===== src/sv/gdad_pkg.sv =====
// package for the gregorian date add days block
// holds field widths, calendar constants, the month length table and the sequencer states

package gdad_pkg;

    localparam int MONTH_W = 4;
    localparam int DAY_W   = 5;
    localparam int YEAR_W  = 14;
    localparam int COUNT_W = 17;
    localparam int R400_W  = 9;
    localparam int QUOT_W  = 6;

    localparam logic [YEAR_W-1:0]  MIN_YEAR   = 14'd1800;
    localparam logic [YEAR_W-1:0]  MAX_YEAR   = 14'd10000;
    localparam logic [YEAR_W-1:0]  YEAR_CYCLE = 14'd400;
    localparam logic [R400_W-1:0]  CYCLE_LAST = 9'd399;
    localparam logic [R400_W-1:0]  CENTURY_1  = 9'd100;
    localparam logic [R400_W-1:0]  CENTURY_2  = 9'd200;
    localparam logic [R400_W-1:0]  CENTURY_3  = 9'd300;

    // y / 400 as (y * RECIP) >> RECIP_SHIFT, exact for all 14-bit years
    localparam logic [YEAR_W-1:0]  RECIP       = 14'd10486;
    localparam int                 RECIP_SHIFT = 22;

    localparam logic [MONTH_W-1:0] JANUARY  = 4'd1;
    localparam logic [MONTH_W-1:0] FEBRUARY = 4'd2;
    localparam logic [MONTH_W-1:0] DECEMBER = 4'd12;
    localparam logic [DAY_W-1:0]   FIRST_DAY = 5'd1;

    typedef enum logic [2:0] {
        ST_IDLE,
        ST_DIV,
        ST_REM,
        ST_CHECK,
        ST_STEP,
        ST_DONE
    } state_t;

    // leap rule from the low year bits and the year modulo 400
    function automatic logic is_leap(input logic [1:0] year_lo, input logic [R400_W-1:0] r400);
        is_leap = (year_lo == 2'd0) && (r400 != CENTURY_1) && (r400 != CENTURY_2)
                  && (r400 != CENTURY_3);
    endfunction

    function automatic logic [DAY_W-1:0] month_days(input logic [MONTH_W-1:0] m,
                                                    input logic leap);
        case (m)
            4'd1:    month_days = 5'd31;
            4'd2:    month_days = leap ? 5'd29 : 5'd28;
            4'd3:    month_days = 5'd31;
            4'd4:    month_days = 5'd30;
            4'd5:    month_days = 5'd31;
            4'd6:    month_days = 5'd30;
            4'd7:    month_days = 5'd31;
            4'd8:    month_days = 5'd31;
            4'd9:    month_days = 5'd30;
            4'd10:   month_days = 5'd31;
            4'd11:   month_days = 5'd30;
            4'd12:   month_days = 5'd31;
            default: month_days = 5'd0;
        endcase
    endfunction

endpackage


===== src/sv/gdad_if.sv =====
// valid/ready channel interfaces for the date add block
// depends on gdad_pkg for the field widths

interface gdad_req_if;
    import gdad_pkg::*;
    logic               valid;
    logic               ready;
    logic [MONTH_W-1:0] start_month;
    logic [DAY_W-1:0]   start_day;
    logic [YEAR_W-1:0]  start_year;
    logic [COUNT_W-1:0] days_to_add;

    modport source (output valid, start_month, start_day, start_year, days_to_add,
                    input ready);
    modport sink (input valid, start_month, start_day, start_year, days_to_add,
                  output ready);
endinterface

interface gdad_rsp_if;
    import gdad_pkg::*;
    logic               valid;
    logic               ready;
    logic [MONTH_W-1:0] end_month;
    logic [DAY_W-1:0]   end_day;
    logic [YEAR_W-1:0]  end_year;
    logic               input_error;

    modport source (output valid, end_month, end_day, end_year, input_error,
                    input ready);
    modport sink (input valid, end_month, end_day, end_year, input_error,
                  output ready);
endinterface


===== src/sv/gregorian_date_add_days_top.sv =====
// gregorian date plus days, stepped one month per cycle
// depends on gdad_pkg and the channel interfaces in gdad_if
//
// usage:
//   req channel carries start_month, start_day, start_year and days_to_add;
//   rsp channel returns end_month, end_day, end_year and input_error.
//   an item is taken when valid and ready are both high at a clock edge.
// sequence:
//   the item is taken in the idle state, followed by the year/400 multiply, the
//   remainder and validation states, then the step state crosses one month at a
//   time and ends with the final day add, and the done state loads the result
//   register. an invalid date goes from validation straight to the done state.
// throughput:
//   one item at a time; req.ready is high only while the sequencer is idle.
//   a finished result waits in its own register, so the next item can be
//   taken while the receiver has not yet accepted the previous one.
// reset:
//   rst_n clears the sequencer and the result valid.
// stall:
//   if rsp.ready is low the result holds, and a later finished item waits
//   in the done state until the result register is free.

module gregorian_date_add_days_top (
    input  logic        clk,
    input  logic        rst_n,
    gdad_req_if.sink    req,
    gdad_rsp_if.source  rsp
);
    import gdad_pkg::*;

    state_t               state_reg, state_next;
    logic [MONTH_W-1:0]   m_reg, m_next;
    logic [DAY_W-1:0]     d_reg, d_next;
    logic [YEAR_W-1:0]    y_reg, y_next;
    logic [COUNT_W-1:0]   left_reg, left_next;
    logic [QUOT_W-1:0]    q_reg, q_next;
    logic [R400_W-1:0]    r400_reg, r400_next;
    logic                 bad_reg, bad_next;

    logic                 out_valid_reg, out_valid_next;
    logic [MONTH_W-1:0]   end_month_reg, end_month_next;
    logic [DAY_W-1:0]     end_day_reg, end_day_next;
    logic [YEAR_W-1:0]    end_year_reg, end_year_next;
    logic                 err_reg, err_next;

    logic [2*YEAR_W-1:0]  recip_prod;
    logic [YEAR_W-1:0]    q_times_cycle;
    logic [YEAR_W-1:0]    rem_raw;
    logic                 leap;
    logic [DAY_W-1:0]     mlen;
    logic [DAY_W-1:0]     rest;
    logic                 out_free;
    logic                 start_bad;

    assign recip_prod    = (2*YEAR_W)'(y_reg) * (2*YEAR_W)'(RECIP);
    assign q_times_cycle = YEAR_W'(q_reg) * YEAR_CYCLE;
    assign rem_raw       = y_reg - q_times_cycle;
    assign leap          = is_leap(y_reg[1:0], r400_reg);
    assign mlen          = month_days(m_reg, leap);
    assign rest          = mlen - d_reg;
    assign out_free      = !out_valid_reg || rsp.ready;
    assign start_bad     = (y_reg < MIN_YEAR) || (y_reg > MAX_YEAR) || (m_reg < JANUARY)
                           || (m_reg > DECEMBER) || (d_reg == '0) || (d_reg > mlen);

    // next state
    always_comb
    begin
        state_next = state_reg;
        case (state_reg)
            ST_IDLE:
            begin
                if (req.valid)
                begin
                    state_next = ST_DIV;
                end
            end
            ST_DIV:   state_next = ST_REM;
            ST_REM:   state_next = ST_CHECK;
            ST_CHECK: state_next = start_bad ? ST_DONE : ST_STEP;
            ST_STEP:
            begin
                if ((left_reg == '0) || (left_reg <= COUNT_W'(rest)))
                begin
                    state_next = ST_DONE;
                end
            end
            ST_DONE:
            begin
                if (out_free)
                begin
                    state_next = ST_IDLE;
                end
            end
            default:  state_next = ST_IDLE;
        endcase
    end

    // datapath and outputs
    always_comb
    begin
        m_next         = m_reg;
        d_next         = d_reg;
        y_next         = y_reg;
        left_next      = left_reg;
        q_next         = q_reg;
        r400_next      = r400_reg;
        bad_next       = bad_reg;
        out_valid_next = out_valid_reg && !rsp.ready;
        end_month_next = end_month_reg;
        end_day_next   = end_day_reg;
        end_year_next  = end_year_reg;
        err_next       = err_reg;
        case (state_reg)
            ST_IDLE:
            begin
                if (req.valid)
                begin
                    m_next    = req.start_month;
                    d_next    = req.start_day;
                    y_next    = req.start_year;
                    left_next = req.days_to_add;
                end
            end
            ST_DIV:
            begin
                q_next = recip_prod[RECIP_SHIFT +: QUOT_W];
            end
            ST_REM:
            begin
                if (rem_raw >= YEAR_CYCLE)
                begin
                    r400_next = R400_W'(rem_raw - YEAR_CYCLE);
                end
                else
                begin
                    r400_next = R400_W'(rem_raw);
                end
            end
            ST_CHECK:
            begin
                bad_next = start_bad;
            end
            ST_STEP:
            begin
                if (left_reg > COUNT_W'(rest))
                begin
                    // jump to the first day of the next month
                    left_next = left_reg - COUNT_W'(rest) - COUNT_W'(1);
                    d_next    = FIRST_DAY;
                    if (m_reg == DECEMBER)
                    begin
                        m_next    = JANUARY;
                        y_next    = y_reg + YEAR_W'(1);
                        r400_next = (r400_reg == CYCLE_LAST) ? '0 : r400_reg + R400_W'(1);
                    end
                    else
                    begin
                        m_next = m_reg + MONTH_W'(1);
                    end
                end
                else
                begin
                    d_next    = d_reg + left_reg[DAY_W-1:0];
                    left_next = '0;
                end
            end
            ST_DONE:
            begin
                if (out_free)
                begin
                    out_valid_next = 1'b1;
                    end_month_next = m_reg;
                    end_day_next   = d_reg;
                    end_year_next  = y_reg;
                    err_next       = bad_reg;
                end
            end
            default:
            begin
                out_valid_next = out_valid_reg && !rsp.ready;
            end
        endcase
    end

    always_ff @(posedge clk or negedge rst_n)
    begin
        if (!rst_n)
        begin
            state_reg     <= ST_IDLE;
            out_valid_reg <= 1'b0;
        end
        else
        begin
            state_reg     <= state_next;
            out_valid_reg <= out_valid_next;
        end
    end

    always_ff @(posedge clk)
    begin
        m_reg         <= m_next;
        d_reg         <= d_next;
        y_reg         <= y_next;
        left_reg      <= left_next;
        q_reg         <= q_next;
        r400_reg      <= r400_next;
        bad_reg       <= bad_next;
        end_month_reg <= end_month_next;
        end_day_reg   <= end_day_next;
        end_year_reg  <= end_year_next;
        err_reg       <= err_next;
    end

    assign req.ready       = (state_reg == ST_IDLE);
    assign rsp.valid       = out_valid_reg;
    assign rsp.end_month   = end_month_reg;
    assign rsp.end_day     = end_day_reg;
    assign rsp.end_year    = end_year_reg;
    assign rsp.input_error = err_reg;

    // month walk only runs on a validated date
    a_step_valid_month: assert property (@(posedge clk) disable iff (!rst_n)
        (state_reg == ST_STEP) |-> (m_reg >= JANUARY) && (m_reg <= DECEMBER) && !bad_reg)
        else $error("month walk on invalid date");

    a_step_day_fits: assert property (@(posedge clk) disable iff (!rst_n)
        (state_reg == ST_STEP) |-> (d_reg != '0) && (d_reg <= mlen))
        else $error("day beyond month length during walk");

    a_r400_range: assert property (@(posedge clk) disable iff (!rst_n)
        (state_reg == ST_CHECK || state_reg == ST_STEP) |-> (r400_reg <= CYCLE_LAST))
        else $error("year remainder out of range");

    // remainder counter stays in step with the year as it advances
    a_r400_tracks_year: assert property (@(posedge clk) disable iff (!rst_n)
        (state_reg == ST_STEP) && $past(state_reg == ST_STEP) && (y_reg != $past(y_reg))
        |-> (r400_reg == (($past(r400_reg) == CYCLE_LAST) ? '0 : $past(r400_reg) + R400_W'(1))))
        else $error("year remainder lost track of the year");

    a_result_loaded: assert property (@(posedge clk) disable iff (!rst_n)
        (state_reg == ST_DONE) && out_free |=> rsp.valid && (rsp.input_error == $past(bad_reg)))
        else $error("finished item not loaded into the result register");

endmodule

===== src/flat_wrapper.sv =====
// flat-port wrapper written by rule: the top's interface ports become plain ports
module gregorian_date_add_days_top_flat import gdad_pkg::*;
  (clk, rst_n, req_valid, req_start_month, req_start_day, req_start_year, req_days_to_add, req_ready, rsp_valid, rsp_end_month, rsp_end_day, rsp_end_year, rsp_input_error, rsp_ready);
  gdad_req_if req_i ();
  gdad_rsp_if rsp_i ();
  input  logic clk;
  input  logic rst_n;
  input wire logic [$bits(req_i.valid)-1:0] req_valid;
  input wire logic [$bits(req_i.start_month)-1:0] req_start_month;
  input wire logic [$bits(req_i.start_day)-1:0] req_start_day;
  input wire logic [$bits(req_i.start_year)-1:0] req_start_year;
  input wire logic [$bits(req_i.days_to_add)-1:0] req_days_to_add;
  output wire logic [$bits(req_i.ready)-1:0] req_ready;
  output wire logic [$bits(rsp_i.valid)-1:0] rsp_valid;
  output wire logic [$bits(rsp_i.end_month)-1:0] rsp_end_month;
  output wire logic [$bits(rsp_i.end_day)-1:0] rsp_end_day;
  output wire logic [$bits(rsp_i.end_year)-1:0] rsp_end_year;
  output wire logic [$bits(rsp_i.input_error)-1:0] rsp_input_error;
  input wire logic [$bits(rsp_i.ready)-1:0] rsp_ready;
  assign req_i.valid = req_valid;
  assign req_i.start_month = req_start_month;
  assign req_i.start_day = req_start_day;
  assign req_i.start_year = req_start_year;
  assign req_i.days_to_add = req_days_to_add;
  assign req_ready = req_i.ready;
  assign rsp_valid = rsp_i.valid;
  assign rsp_end_month = rsp_i.end_month;
  assign rsp_end_day = rsp_i.end_day;
  assign rsp_end_year = rsp_i.end_year;
  assign rsp_input_error = rsp_i.input_error;
  assign rsp_i.ready = rsp_ready;
  gregorian_date_add_days_top u_core (.clk(clk), .rst_n(rst_n), .req(req_i), .rsp(rsp_i));
endmodule

===== config.mk =====
export PLATFORM = sky130hd
export DESIGN_NAME = gregorian_date_add_days_top_flat
export DESIGN_NICKNAME = d
export VERILOG_FILES = /design/src/sv/gdad_pkg.sv /design/src/sv/gdad_if.sv /design/src/sv/gregorian_date_add_days_top.sv /design/src/flat_wrapper.sv
export SDC_FILE = /design/constraint.sdc
export NUM_CORES = 1
export LEC_CHECK = 0
export ABC_CLOCK_PERIOD_IN_PS = 7400
export BUFFER_PORTS_ARGS = -buffer_cell sky130_fd_sc_hd__clkbuf_2
export CORE_ASPECT_RATIO = 1.4
export CORE_MARGIN = 2
export CORE_UTILIZATION = 63
export CTS_CLUSTER_SIZE = 20
export DETAILED_ROUTE_END_ITERATION = 10
export PLACE_DENSITY = 0.83
export SLEW_MARGIN = 10
export SYNTH_ARGS = -nofsm -noshare
export SYNTH_HDL_FRONTEND = slang
export SYNTH_SLANG_ARGS = --single-unit

===== constraint.sdc =====
create_clock -name clk -period 7.4 [get_ports clk]
set_input_delay 0.37 -clock clk [delete_from_list [all_inputs] [get_ports clk]]
set_output_delay 0.37 -clock clk [all_outputs]
set_load 0.01 [all_outputs]

== Yosys cells after proc, flatten, opt, wreduce, memory -nomap -nowiden ==
Cells that the tools add are included.

* Memories: 0
* Output and inout port bits: 26
* Bits in writable memories: 0
* Logic and storage cells: 113
* Bits in read-only memories: 0
* Bits of input ports: 44
* Latch bits: 0
* Register bits after elaboration: 84

* Div/mod/pow operators: 0
* Mux-type cells: 28
* Magnitude comparators: 8
* Add/sub/neg operators: 9
* Eq/ne operators: 26
* Shift operators: 0
* Reductions and logical operators: 27
* Bitwise gates (word level): 0
* $mul: 2

{| class="wikitable"
|+ Operator list
! cell !! number
|-
| two-way mux 14 bit || 3
|-
| two-way mux 9 bit || 4
|-
| two-way mux 17 bit || 2
|-
| case mux 17 bit (2 select lines) || 1
|-
| case mux 14 bit (2 select lines) || 1
|-
| multiplier 14 x 13 -> 27 bit (second input constant) || 1
|-
| equality test 4 bit (second input constant) || 5
|-
| case mux 3 bit (6 select lines) || 1
|-
| case mux 9 bit (2 select lines) || 1
|-
| > comparator 17 x 5 -> 1 bit || 1
|-
| <= comparator 17 x 5 -> 1 bit || 1
|-
| zero test 17 bit || 1
|-
| subtractor 17 x 1 -> 17 bit (second input constant) || 1
|-
| subtractor 17 x 5 -> 17 bit || 1
|-
| equality test 4 x 3 -> 1 bit (second input constant) || 4
|-
| case mux 5 bit (3 select lines) || 1
|-
| adder 14 x 1 -> 14 bit (second input constant) || 1
|-
| greater-or-equal comparator 14 x 9 -> 1 bit (second input constant) || 1
|-
| > comparator 14 bit (second input constant) || 1
|-
| < comparator 14 x 11 -> 1 bit (second input constant) || 1
|-
| subtractor 14 bit || 1
|-
| two-way mux 4 bit || 3
|-
| multiplier 6 x 5 -> 10 bit (second input constant) || 1
|-
| two-way mux 5 bit || 2
|-
| other kinds (35) || 60
|}

== Logic depth before layout (Yosys ltp) ==
* Depth in word-level cells: 11
* Mapped depth: 19
* Mapped depth without buffers: 19

== Least setup slack after synthesis ==
Ideal clock, no wire load.

* Path kind: register -> register
* From: register u_core.y_reg[10]
* To: register u_core.q_reg[5], data pin
* Stages on the path, launching flop included: 13
* Path buffers: 0
* Period minus slack after synthesis: 5.125 ns
* Arrival: 4.860 ns
* Setup slack: 2.275 ns
* Library setup time: 0.265 ns
* Required time: 7.135 ns
* Path through: edfxtp_1 > fa_1 > ha_1 > fa_1 > fa_1 > fa_1 > ha_1 > a211o_1 > or4b_1 > o31ai_2 > o221ai_2 > a2111oi_2 > nor3_1

* Word-level cells in the longest chain between the ends: 1

{| class="wikitable"
|+ Ends and longest elaborated chain
! element !! RTL line !! RTL
|-
| start, declared || gregorian_date_add_days_top.sv:34 || <nowiki>logic [YEAR_W-1:0] y_reg, y_next;</nowiki>
|-
| start signal, assigned || gregorian_date_add_days_top.sv:203 || <nowiki>y_reg <= y_next;</nowiki>
|-
| multiplier 14 x 13 -> 27 bit || gregorian_date_add_days_top.sv:55 || <nowiki>assign recip_prod = (2*YEAR_W)'(y_reg) * (2*YEAR_W)'(RECIP);</nowiki>
|-
| net u_core.recip_prod[27] || gregorian_date_add_days_top.sv:46 || <nowiki>logic [2*YEAR_W-1:0] recip_prod;</nowiki>
|-
| end signal, assigned || gregorian_date_add_days_top.sv:205 || <nowiki>q_reg <= q_next;</nowiki>
|-
| end, declared || gregorian_date_add_days_top.sv:36 || <nowiki>logic [QUOT_W-1:0] q_reg, q_next;</nowiki>
|}

The timed path passes the listed nets, and every way through them passes these cells.
A chain may end at the register's enable or synchronous reset.

== Worst setup path after layout ==
* From: register u_core.y_reg[11]
* To: register u_core.q_reg[5], data pin

Same word-level chain as after synthesis.

==> results.py <==
metrics = {
    "sta": {
        "rsz0062_at_grt": "no",
        "clock_tree_skew_after_final_layout_ns": 0.00814,
        "timing.final.max_slew_violations": 0,
        "finalHoldViolCount": 0,
        "max_freq_mhz": 181,
        "max_slew.worst_pin.slew_ns": 0.856,
        "finalCritPeriodShare": 0.746,
        "finalWorstPathRequiredPeriod_ns": 5.52,
        "setup_viol": 0,
        "tns_ns": 0,
        "finalHoldWorstSlack_ns": 0.298,
        "max-slew-margin-rel": 0.428,
    },
    "placement": {
        "hpwl_um": 17000,
        "io_buf_count": 69,
        "place_congestion": 0.925,
    },
    "status": {
        "run_status": "finished clean",
    },
    "global_routing": {
        "grt_pass1_wl_um": 34500,
        "initial_antenna_violation_count": 0,
        "gr-usage-all-layers": 0.285,
        "overflow": 0,
        "first_global_vias": 7104,
        "grt_max_degree": 59,
    },
    "worst_setup_path": {
        "crit_slowest_cell": "edfxtp_1",
        "start_kind": "flip-flop",
        "critical_path.most_common_cell": "fa_1",
        "max_stage_delay_ns": 0.68,
        "cp_data_arrival_time_ns": 5.60,
        "critical_path_peak_fanout": 11,
        "critical_path.endpoint_type": "flip-flop",
        "path_cells": "fa_1 -> ha_1 -> fa_1 -> fa_1 -> fa_1 -> ha_1 -> a211o_1 -> or4b_1 -> o31ai_2 -> o221ai_2 -> a2111oi_2 -> nor3_1",
        "crit_type": "flip-flop to flip-flop",
        "critPathRequiredTime_ns": 7.48,
    },
    "min_path": {
        "hp-class": "input pin to flip-flop",
    },
    "routing": {
        "drt-initial-drc-count": 381,
        "route.detailed.wl_per_inst_um": 17.7,
        "drc": 0,
        "number_of_search_and_repair_iterations_in_the_first_detailed_routing_pass": 5,
        "route.detailed.vias_per_inst": 5.82,
        "dr_total_vias": 6804,
        "ant_nets": 0,
        "routed_wirelength_um": 20700,
    },
    "die": {
        "fp.dieArea_sq_um": 15600,
        "core_ar_sq_um": 14400,
        "std_cell_rows": 52,
        "vertical_die_dimension_um": 147,
        "number_of_top_level_design_ports": 70,
        "start_util": 0.638,
        "die_width_um": 106,
    },
    "final_layout": {
        "fill_cells": 1093,
        "seq_area_sq_um": 2500,
        "post_route_cells_drive_above_1_share": 0.102,
        "diodes": 0,
        "flip_flop_count_of_the_largest_register_after_layout": 17,
        "multiInputGateArea_sq_um": 6050,
        "area_growth_pct": 9.41,
        "design.final.nets": 1256,
    },
    "synthesis": {
        "number_of_flops_mapped_to_enable_cells_by_yosys": 80,
        "mean_post_synth_cell_area_sq_um": 10.1,
        "synth-seq-cells": 84,
        "synth.yosys.warnings": 0,
        "synth_fp_nets": 1185,
        "synth.lib_cells_used.distinct": 65,
        "synth_cells": 905,
        "synth_async_sr_flop_share": 0.0476,
        "synth_ff_type": "edfxtp_1",
        "netlist_area_sq_um": 9170,
        "synth_sequential_area_ratio": 0.273,
    },
    "clock_network": {
        "cts-htree-levels": 3,
        "cts.path.max_buffers": 2,
        "root_buffer_cell": "clkbuf_16",
        "clkSlewWorstSetupHoldPaths_ns": 0.06,
        "numCtsBuffers": 9,
        "cts_tree": "done",
        "cts_sinks": 84,
        "clkLatencyLatePin_ns": 0.34,
    },
    "flow_run": {
        "number_of_max_cap_violations": 0,
    },
}
==> per-layer routing <==
layer	routed length, um	part of all wire	vias to the layer above	GRT usage
met2	11200	0.54	196	0.530
met1	7570	0.37	3265	0.315
met3	759	0.037	71	0.0275
li1	-	-	3272	-
met4	1150	0.056	0	0.156
met5	0	0	-	0
==> cells in the mapped netlist, drive strengths merged, types with 11 or more instances <==
library cell | number | area, sq um
nand2 | 71 | 267
inv | 153 | 574
o21ai | 45 | 225
clkbuf | 11 | 41.3
edfxtp | 80 | 2400
a21o | 14 | 105
fa | 68 | 1360
nor3 | 15 | 75.1
and3 | 11 | 68.8
o31ai | 17 | 133
xnor2 | 33 | 289
ha | 168 | 2100
nand3 | 20 | 100
a21oi | 39 | 195
nor2 | 28 | 105
xor2 | 24 | 210
==> cells by family after synthesis <==
family | Yosys count | synth area share
xor gates and xnor gates | 57 | 0.0544
and+or+nand+nor | 192 | 0.104
DFF | 84 | 0.273
buffers and inverters | 168 | 0.0689
AOI/OAI and AO/OA | 166 | 0.120
adders and majority gates | 236 | 0.378
muxes | 2 | 0.00218
==> cell type report <==
class / instances / share of cell area
timing repair buffer: 75 / 0.0391
tap: 189 / 0.0236
clock inverter: 4 / 0.00511
inverter: 153 / 0.0572
clock buffer: 11 / 0.0232
sequential: 84 / 0.249
multi-input combinational: 653 / 0.602
==> repair_timing <==
| action | 4_1_cts | 5_1_grt |
|---|---|---|
| hold buffers | 1 | 0 |
| gates resized for setup | 0 | 0 |
| setup buffers | 0 | 0 |
| hold endpoints to repair | 4 | 0 |
==> stage by stage <==
| stage | instances | util | setup slack [ns] | cell area (sq um) |
|---|---|---|---|---|
| floorplan | 905 | - | 2.28 | 9170 |
| global placement | 1153 | 0.678 | 1.93 | 9740 |
| detailed placement | 1153 | 0.678 | 1.89 | 9740 |
| CTS | 1169 | 0.698 | 1.84 | 10000 |
| global route | 1169 | 0.698 | 1.62 | 10000 |
| finish | 1169 | 0.698 | 1.88 | 10000 |
==> placed cells by master, fill, tap and decap left out, types with 3 or more instances in the layout <==
| cell | n |
|---|---|
| ha_1 | 168 |
| inv_1 | 153 |
| edfxtp_1 | 80 |
| nand2_1 | 71 |
| clkbuf_2 | 69 |
| fa_1 | 68 |
| o21ai_0 | 44 |
| a21oi_1 | 39 |
| xnor2_1 | 33 |
| nor2_1 | 28 |
| xor2_1 | 24 |
| nand3_1 | 20 |
| o31ai_1 | 16 |
| nor3_1 | 14 |
| a21o_1 | 14 |
| and3_1 | 11 |
| clkbuf_16 | 9 |
| nand2b_1 | 8 |
| nor2b_1 | 7 |
| nand4_1 | 7 |
| a31oi_1 | 6 |
| o211ai_1 | 6 |
| o22ai_1 | 5 |
| o21a_1 | 5 |
| or4_1 | 5 |
| buf_4 | 5 |
| dfrtp_1 | 4 |
| or3_1 | 3 |
| a211o_1 | 3 |
| a211oi_1 | 3 |
| and4_1 | 3 |
==> critical path, delay by kind of cell, from the launching register on <==
family	cells	cell delay, ns
AND/OR/NAND/NOR	2	0.57
AO/OA/AOI/OAI	4	1.33
flip-flops	1	0.68
adder cells (fa/ha/maj)	6	2.67
==> path summary, 6_finish.rpt <==
check / start / endpoint / slack, ns / cells past startpoint
worst max register to register: u_core.y_reg[11]$_DFFE_PP_ / u_core.q_reg[5]$_DFFE_PP_ / 1.88 / 12
max in group asynchronous: rst_n / u_core.state_reg[1]$_DFFE_PN0P_ / 6.91 / 2
worst min-delay path: req_start_month[1] / u_core.m_reg[1]$_DFFE_PP_ / 0.30 / 3
min in group asynchronous: rst_n / u_core.state_reg[2]$_DFFE_PN0P_ / 0.36 / 2
worst min register to register: u_core.bad_reg$_DFFE_PP_ / u_core.rsp.input_error$_DFFE_PP_ / 0.42 / 0
worst max-delay path: u_core.y_reg[11]$_DFFE_PP_ / u_core.q_reg[5]$_DFFE_PP_ / 1.88 / 12
Power is not shown: default switching activity piles up to over one toggle a cycle in this logic, so the estimate is an artifact.
